## src/rtl/isotp_pkg.sv

```systemverilog
package isotp_pkg;

  localparam int ID_W        = 12;
  localparam int BYTE_W      = 8;
  localparam int NUM_PAY     = 7;
  localparam int FF_BYTES    = 6;
  localparam int CF_BYTES    = 7;
  localparam int SF_MAX      = 7;
  localparam int CNT_W       = 3;
  localparam int REM_W       = 9;
  localparam int SEQ_W       = 4;
  localparam int FIFO_DEPTH  = 4;
  localparam int FIFO_AW     = 2;

  localparam int IN_TDATA_W  = 80;
  localparam int OUT_TDATA_W = 24;
  localparam int OUT_TUSER_W = 5;

  localparam logic [7:0] FC_CODE = 8'h30;

  localparam logic [3:0] FT_SF = 4'h0;
  localparam logic [3:0] FT_FF = 4'h1;
  localparam logic [3:0] FT_CF = 4'h2;

  typedef enum logic [2:0] {
    ST_OK,
    ST_BAD_TYPE,
    ST_BAD_SF_LEN,
    ST_FC_EXPECTED,
    ST_CF_EXPECTED,
    ST_SEQ_MISMATCH,
    ST_EARLY_END,
    ST_HALTED
  } status_t;

  // One job = one group of results caused by a single request
  typedef struct packed {
    logic [ID_W-1:0]                  id;
    logic [NUM_PAY-1:0][BYTE_W-1:0]   bytes;
    logic [CNT_W-1:0]                 count;
    logic                             valid;
    logic                             msg_end;
    status_t                          status;
  } job_t;

endpackage

```

## src/rtl/isotp_front.sv

```systemverilog
module isotp_front (
  input  logic                               clk,
  input  logic                               rst_n,
  input  logic                               in_tvalid,
  output logic                               in_tready,
  input  logic [isotp_pkg::IN_TDATA_W-1:0]   in_tdata,
  input  logic                               in_tuser,
  input  logic                               fifo_full,
  output logic                               push,
  output isotp_pkg::job_t                    job
);
  import isotp_pkg::*;

  typedef enum logic [1:0] {PH_IDLE, PH_WAIT_FC, PH_WAIT_CF, PH_HALT} phase_t;

  localparam logic signed [REM_W-1:0] CF_REM = REM_W'(CF_BYTES);

  phase_t                      phase_r, phase_nxt;
  logic signed [REM_W-1:0]     rem_r, rem_nxt;
  logic [SEQ_W-1:0]            seq_r, seq_nxt;
  logic [ID_W-1:0]             cid_r, cid_nxt;

  logic [ID_W-1:0]             fid;
  logic [7:0]                  pci;
  logic [3:0]                  ftype;
  logic [3:0]                  low;
  logic [NUM_PAY-1:0][BYTE_W-1:0] pay;
  logic                        accept;
  logic                        err;
  status_t                     err_code;

  assign in_tready = !fifo_full;
  assign accept    = in_tvalid && in_tready;
  assign fid       = in_tdata[ID_W-1:0];
  assign pci       = in_tdata[ID_W +: 8];
  assign ftype     = pci[7:4];
  assign low       = pci[3:0];

  always_comb begin
    for (int i = 0; i < NUM_PAY; i++) begin
      pay[i] = in_tdata[ID_W + 8 + BYTE_W*i +: BYTE_W];
    end
  end

  always_comb begin
    phase_nxt   = phase_r;
    rem_nxt     = rem_r;
    seq_nxt     = seq_r;
    cid_nxt     = cid_r;
    push        = 1'b0;
    err         = 1'b0;
    err_code    = ST_OK;
    job         = '0;
    job.count   = CNT_W'(1);
    job.status  = ST_OK;

    if (accept) begin
      if (phase_r == PH_HALT) begin
        err      = 1'b1;
        err_code = ST_HALTED;
      end else if (in_tuser) begin
        if (phase_r != PH_IDLE) begin
          err      = 1'b1;
          err_code = ST_EARLY_END;
        end
      end else begin
        unique case (phase_r)
          PH_IDLE: begin
            unique case (ftype)
              FT_SF: begin
                if (low > 4'(SF_MAX)) begin
                  err      = 1'b1;
                  err_code = ST_BAD_SF_LEN;
                end else if (low == 4'd0) begin
                  push        = 1'b1;
                  job.id      = fid;
                  job.msg_end = 1'b1;
                end else begin
                  push        = 1'b1;
                  job.id      = fid;
                  job.bytes   = pay;
                  job.count   = low[CNT_W-1:0];
                  job.valid   = 1'b1;
                  job.msg_end = 1'b1;
                end
              end
              FT_FF: begin
                cid_nxt   = fid;
                rem_nxt   = $signed({1'b0, pay[0]}) - $signed(REM_W'(FF_BYTES));
                phase_nxt = PH_WAIT_FC;
                push      = 1'b1;
                job.id    = fid;
                for (int i = 0; i < FF_BYTES; i++) begin
                  job.bytes[i] = pay[i+1];
                end
                job.count = CNT_W'(FF_BYTES);
                job.valid = 1'b1;
              end
              default: begin
                err      = 1'b1;
                err_code = ST_BAD_TYPE;
              end
            endcase
          end
          PH_WAIT_FC: begin
            if (pci != FC_CODE) begin
              err      = 1'b1;
              err_code = ST_FC_EXPECTED;
            end else if (rem_r <= 0) begin
              // short first frame: flow control closes the message
              phase_nxt   = PH_IDLE;
              push        = 1'b1;
              job.id      = cid_r;
              job.msg_end = 1'b1;
            end else begin
              seq_nxt   = SEQ_W'(1);
              phase_nxt = PH_WAIT_CF;
            end
          end
          PH_WAIT_CF: begin
            if (ftype != FT_CF) begin
              err      = 1'b1;
              err_code = ST_CF_EXPECTED;
            end else if (low != seq_r) begin
              err      = 1'b1;
              err_code = ST_SEQ_MISMATCH;
            end else begin
              push      = 1'b1;
              job.id    = cid_r;
              job.bytes = pay;
              job.count = (rem_r < CF_REM) ? rem_r[CNT_W-1:0] : CNT_W'(CF_BYTES);
              job.valid = 1'b1;
              rem_nxt   = rem_r - CF_REM;
              seq_nxt   = seq_r + SEQ_W'(1);
              if (rem_r <= CF_REM) begin
                job.msg_end = 1'b1;
                phase_nxt   = PH_IDLE;
              end
            end
          end
          default: ;
        endcase
      end

      if (err) begin
        push       = 1'b1;
        job        = '0;
        job.count  = CNT_W'(1);
        job.status = err_code;
        phase_nxt  = PH_HALT;
      end
    end
  end

  always_ff @(posedge clk) begin
    if (!rst_n) begin
      phase_r <= PH_IDLE;
      rem_r   <= '0;
      seq_r   <= SEQ_W'(1);
      cid_r   <= '0;
    end else begin
      phase_r <= phase_nxt;
      rem_r   <= rem_nxt;
      seq_r   <= seq_nxt;
      cid_r   <= cid_nxt;
    end
  end

endmodule

```

## src/rtl/isotp_fifo.sv

```systemverilog
module isotp_fifo (
  input  logic              clk,
  input  logic              rst_n,
  input  logic              push,
  input  isotp_pkg::job_t   wr_job,
  output logic              full,
  input  logic              pop,
  output isotp_pkg::job_t   rd_job,
  output logic              empty
);
  import isotp_pkg::*;

  job_t                 mem_r [FIFO_DEPTH];
  logic [FIFO_AW-1:0]   wr_ptr_r, wr_ptr_nxt;
  logic [FIFO_AW-1:0]   rd_ptr_r, rd_ptr_nxt;
  logic [FIFO_AW:0]     cnt_r, cnt_nxt;

  assign full   = (cnt_r == (FIFO_AW+1)'(FIFO_DEPTH));
  assign empty  = (cnt_r == '0);
  assign rd_job = mem_r[rd_ptr_r];

  always_comb begin
    wr_ptr_nxt = push ? wr_ptr_r + FIFO_AW'(1) : wr_ptr_r;
    rd_ptr_nxt = pop  ? rd_ptr_r + FIFO_AW'(1) : rd_ptr_r;
    cnt_nxt    = cnt_r + (FIFO_AW+1)'(push) - (FIFO_AW+1)'(pop);
  end

  always_ff @(posedge clk) begin
    if (push) begin
      mem_r[wr_ptr_r] <= wr_job;
    end
  end

  always_ff @(posedge clk) begin
    if (!rst_n) begin
      wr_ptr_r <= '0;
      rd_ptr_r <= '0;
      cnt_r    <= '0;
    end else begin
      wr_ptr_r <= wr_ptr_nxt;
      rd_ptr_r <= rd_ptr_nxt;
      cnt_r    <= cnt_nxt;
    end
  end

endmodule

```

## src/rtl/isotp_back.sv

```systemverilog
module isotp_back (
  input  logic                               clk,
  input  logic                               rst_n,
  input  logic                               empty,
  input  isotp_pkg::job_t                    rd_job,
  output logic                               pop,
  output logic                               out_tvalid,
  input  logic                               out_tready,
  output logic [isotp_pkg::OUT_TDATA_W-1:0]  out_tdata,
  output logic [isotp_pkg::OUT_TUSER_W-1:0]  out_tuser,
  output logic                               out_tlast
);
  import isotp_pkg::*;

  logic [CNT_W-1:0]        k_r, k_nxt;
  logic                    valid_r, valid_nxt;
  logic [ID_W-1:0]         id_r;
  logic [BYTE_W-1:0]       byte_r;
  logic                    bvalid_r, mend_r, last_r;
  status_t                 status_r;

  logic                    load;
  logic                    is_last;

  assign load    = !empty && (!valid_r || out_tready);
  assign is_last = (k_r + CNT_W'(1)) == rd_job.count;
  assign pop     = load && is_last;

  always_comb begin
    k_nxt     = k_r;
    valid_nxt = valid_r;
    if (load) begin
      valid_nxt = 1'b1;
      k_nxt     = is_last ? '0 : k_r + CNT_W'(1);
    end else if (out_tready) begin
      valid_nxt = 1'b0;
    end
  end

  always_ff @(posedge clk) begin
    if (!rst_n) begin
      valid_r <= 1'b0;
      k_r     <= '0;
    end else begin
      valid_r <= valid_nxt;
      k_r     <= k_nxt;
    end
  end

  always_ff @(posedge clk) begin
    if (load) begin
      id_r     <= rd_job.id;
      byte_r   <= rd_job.bytes[k_r];
      bvalid_r <= rd_job.valid;
      mend_r   <= rd_job.msg_end && is_last;
      last_r   <= is_last;
      status_r <= rd_job.status;
    end
  end

  assign out_tvalid = valid_r;
  assign out_tdata  = {{(OUT_TDATA_W-ID_W-BYTE_W){1'b0}}, byte_r, id_r};
  assign out_tuser  = {status_r, mend_r, bvalid_r};
  assign out_tlast  = last_r;

endmodule

```

## src/rtl/isotp_frame_reassembler.sv

```systemverilog
// Channel | Direction | Handshake          | Contents
// in_     | input     | tvalid/tready      | tdata: frame/PCI/payload, tuser: end marker
// out_    | output    | tvalid/tready      | tdata: id/byte, tuser: flags/status, tlast
//
// A frame is decoded in the cycle it is taken; results leave one per cycle
// while out_tready is high, and a frame yields 0 to 7 results.
// A 4-entry job queue separates the decoder from the output stage.
// Synchronous active-low reset clears the phase, counters and the queue.
// in_tready drops only while the queue is full; out_tready stalls the output.
module isotp_frame_reassembler (
  input  logic                               clk,
  input  logic                               rst_n,
  input  logic                               in_tvalid,
  output logic                               in_tready,
  // frame_id, pci_byte, payload_1 .. payload_7, 4 zero bits
  input  logic [isotp_pkg::IN_TDATA_W-1:0]   in_tdata,
  // end_of_input
  input  logic                               in_tuser,
  output logic                               out_tvalid,
  input  logic                               out_tready,
  // message_id, data_byte, 4 zero bits
  output logic [isotp_pkg::OUT_TDATA_W-1:0]  out_tdata,
  // byte_valid, message_end, status
  output logic [isotp_pkg::OUT_TUSER_W-1:0]  out_tuser,
  // item_last
  output logic                               out_tlast
);
  import isotp_pkg::*;

  logic   push, pop, full, empty;
  job_t   wr_job, rd_job;

  isotp_front u_front (
    .clk       (clk),
    .rst_n     (rst_n),
    .in_tvalid (in_tvalid),
    .in_tready (in_tready),
    .in_tdata  (in_tdata),
    .in_tuser  (in_tuser),
    .fifo_full (full),
    .push      (push),
    .job       (wr_job)
  );

  isotp_fifo u_fifo (
    .clk    (clk),
    .rst_n  (rst_n),
    .push   (push),
    .wr_job (wr_job),
    .full   (full),
    .pop    (pop),
    .rd_job (rd_job),
    .empty  (empty)
  );

  isotp_back u_back (
    .clk        (clk),
    .rst_n      (rst_n),
    .empty      (empty),
    .rd_job     (rd_job),
    .pop        (pop),
    .out_tvalid (out_tvalid),
    .out_tready (out_tready),
    .out_tdata  (out_tdata),
    .out_tuser  (out_tuser),
    .out_tlast  (out_tlast)
  );

endmodule
```

## config.mk

```make
export PLATFORM = sky130hd
export DESIGN_NAME = isotp_frame_reassembler
export DESIGN_NICKNAME = d
export VERILOG_FILES = /design/src/rtl/isotp_pkg.sv /design/src/rtl/isotp_front.sv /design/src/rtl/isotp_fifo.sv /design/src/rtl/isotp_back.sv /design/src/rtl/isotp_frame_reassembler.sv
export SDC_FILE = /design/constraint.sdc
export NUM_CORES = 1
export LEC_CHECK = 0
export ABC_AREA = 1
export BUFFER_PORTS_ARGS = -buffer_cell sky130_fd_sc_hd__buf_4
export CAP_MARGIN = 0
export CORE_ASPECT_RATIO = 1.25
export CORE_UTILIZATION = 40
export CTS_CLUSTER_SIZE = 20
export DETAILED_ROUTE_END_ITERATION = 10
export GPL_TIMING_DRIVEN = 0
export PLACE_DENSITY_LB_ADDON = 0.25
export SETUP_SLACK_MARGIN = 0.05
export SLEW_MARGIN = 20
export SYNTH_ARGS = -nofsm -noshare
export SYNTH_HDL_FRONTEND = slang
export SYNTH_SLANG_ARGS = --single-unit
```

## constraint.sdc

```tcl
create_clock -name clk -period 13.2 [get_ports clk]
set_input_delay 0.66 -clock clk [delete_from_list [all_inputs] [get_ports clk]]
set_output_delay 0.66 -clock clk [all_outputs]
set_load 0.1 [all_outputs]
```

==> out/metrics.yaml <==
seq_area_um2: 10710
core-area_um2: 40010
use_met1_pct: 28.69
h-tree-depth: 2
startpoint_type: "flop"
critical_path_class: "flop to flop"
cp-startpoint: "u_front.phase_r[0]"
finalSetupViolations: 0
dr.pass1.iters: 5
vias: 11820
multi_input_area_um2: 4817
drt_iter0_drc: 1073
tightest_slew_ns: 0.9453
cts_tree: "yes"
wirelength_um: 46880
finalCritPeriodShare_pct: 25.43
yosys-top-cells-area: "edfxtp_1 (61%), o21ai_0 (5.6%), nor2_1 (5.4%)"
die_h_um: 227.2
ant_nets: 0
hold_viol_final: 0
post_cts_resized: 0
critPathMaxStageDelay_ns: 0.45
drive_gt1_share_pct: 17.72
cellPowerDensity_nw_per_um2: 207.6
die_x_um: 182.2
met3_usage_pct: 3.167
min-delay-start: "in_tdata[3]"
critPathArrivalTime_ns: 3.59
initial_utilization_pct: 40.56
slew_viol_final: 0
synthArstFlopShare_pct: 0
reg2reg_from: "u_front.phase_r[0]"
skew_ns: 0.01431
maxSlewHeadroom_pct: 36.98
via_per_inst: 5.462
clk_latency_ns: 0.54
drc: 0
fillers: 3620
avgSynthCellArea_um2: 11.09
clk_root_buffer_cell: "clkbuf_16"
status: "completed"
yosys_most_used_dff: "edfxtp_1"
ys_seq_area_share_pct: 65.99
worst-endpoint-required_ns: 13.43
synth-simple-area-share_pct: 13.77
cp_slowest_cell: "nor2_4"
p_total_mw: 4.016
synth-compound-area-share_pct: 13.67
clock_sinks: 370
synth_warnings: 0
grt_max_degree: 22
num-nets-final: 1733
synth.largest_area_cell: "edfxtp_1"
yosysUniqueCellTypes: 45
clk_path_buf_depth: 3
io_pins: 117
first_global_vias: 11610
rows: 82
grt_overflow_total: 0
path_cells: "inv_1 -> ha_1 -> inv_1 -> nor2_1 -> inv_1 -> nand2_2 -> inv_1 -> nand3_1 -> nand2_1 -> and2_1 -> buf_6 -> nor2_4 -> buf_16 -> buf_16 -> buf_12"
synth_adder_area_share_pct: 1.280
peakVddDrop_mv: 0.2057
worst-path-buf-inv: 8
synth-edff-count: 330
clkTransAtPathRegs_ns: 0.06
cap_violations: 0
yosysTopAreaCellShare_pct: 61.06
antenna_found_initial: 1
syn_inst: 1464
crit_path_end_kind: "flop"
place.gp.congestion: 0.8821
clock.fmax_mhz: 297.9
cts_buffers: 36
synth_area_um2: 16230
hold_path_class: "input pin to flop"
finalSetupTns_ns: 0
busiest_layer: "met2"
post_cts_buffers: 0
muxShareOfSynthArea_pct: 0
cts-hold-fix-buffers: 0
synth-xor-area-share_pct: 0.5936
grt_use_total_pct: 22.88
rsz0062_at_grt: "false"
cp_top_family: "simple AND/OR/NAND/NOR gates"
crit_top_cell: "inv_1"
critPathMaxFanout: 21
period_needed_ns: 3.357
avgRoutedWirePerCell_um: 21.67
io_buffers: 108
p_leak_nw: 6.934
grt_use_met2_pct: 39.39
synth_top_family_by_area: "simple AND/OR/NAND/NOR gates"
place_hpwl_um: 33350
syn_to_final_growth_pct: 19.18
synth_seq_cells: 370
die_area_um2: 41390
grt_pass1_wl_um: 70040
==> synthesized netlist by cell type (3+ instances only) <==
cell      number
xor2_1         8
nand4_1       11
a21oi_1       30
nor3b_1        4
nand3b_1       5
o221ai_1      24
dfxtp_1       40
o21ai_1        3
inv_1         69
a22oi_1       12
nand2_1      213
ha_1          15
inv_2          7
clkbuf_1      52
nand3_2        6
nor3_1         7
edfxtp_1     330
buf_4         11
nand3_1       50
o211ai_1       9
nand2_2        3
buf_6          9
a21oi_2       47
o21ai_0      180
xnor2_1        3
o22ai_1       45
buf_2         18
nor2_1       233
==> worst paths after layout <==
path / cells past startpoint / slack, ns / to
max: 15 / 9.84 / u_fifo.mem_r[3][34]
min: 3 / 0.36 / u_front.cid_r[3]
max reg2reg: 15 / 9.84 / u_fifo.mem_r[3][34]
min reg2reg: 2 / 0.49 / u_front.rem_r[7]
==> routing by layer <==
layer	part of all wire, %	up-vias
li1	-	5533
met1	40	5705
met2	49	473
met3	6.4	109
met4	4.3	0
met5	0	-
==> sequential cells by signal (all words and copies together), names as in the netlist, 2 cells and up, named ones only <==
signal	count
u_back.status_r	3
u_back.k_r	3
u_back.id_r	12
u_fifo.mem_r	304
u_front.rem_r	9
u_fifo.cnt_r	3
u_front.cid_r	12
u_back.byte_r	8
u_front.phase_r	2
u_fifo.rd_ptr_r	2
u_front.seq_r	4
u_fifo.wr_ptr_r	2
==> report_power, final <==
part / internal (mW) / switching (mW)
logic: 0.380 / 1.11
clock network: 0.555 / 0.435
registers: 1.49 / 0.0489
==> kinds of logic after synthesis <==
kind of cell	count (synthesis)
compound gates	361
xor+xnor	11
fa+ha+maj	16
buf+inv	167
flops	370
other cells	1
simple gates	538
==> worst min-delay path, cell delays in order <==
cell and delay, ns:
buf_4 0.08, nor2_1 0.03, nor2_1 0.08
==> metrics by stage <==
step / setup WS, ns / utilization (%) / cell area (µm²) / hold WS, ns / std cells
after floorplan: 7.806 / - / 16240 / 0.4567 / 1467
after global placement: 4.293 / 44.19 / 17680 / 0.4702 / 2079
after detailed placement: 9.665 / 45.52 / 18220 / 0.4832 / 2098
after CTS: 9.858 / 48.33 / 19340 / 0.3381 / 2163
after global routing: 9.624 / 48.33 / 19340 / 0.3521 / 2163
final: 9.843 / 48.34 / 19340 / 0.3566 / 2164
==> layout by cell type, fill, tap and decap left out, types with 7 or more instances in the layout <==
cell type  synthesis  layout
a21oi_1           30      30
a21oi_2           47      47
a22oi_1           12      12
buf_16             0      15
buf_2             18      18
buf_4             11     119
buf_6              9       9
clkbuf_1          52      61
clkbuf_16          0      36
clkinv_2           0       8
dfxtp_1           40      40
edfxtp_1         330     330
ha_1              15      15
inv_1             69      69
inv_2              7       7
nand2_1          213     213
nand3_1           50      50
nand4_1           11      11
nor2_1           233     229
nor3_1             7       7
o211ai_1           9       9
o21ai_0          180     180
o221ai_1          24      24
o22ai_1           45      45
xor2_1             8       8
==> layout make-up <==
type,count,share of cell area [%]
flip-flops and latches,370,55.37
multi-input cells,930,24.90
repair buffers,127,6.715
clock buffers,46,4.903
well taps,504,3.260
plain buffers,90,2.426
inverters,77,1.494
clock inverters,19,0.9121
diodes,1,0.01294
(Power assumes the default switching activity.)
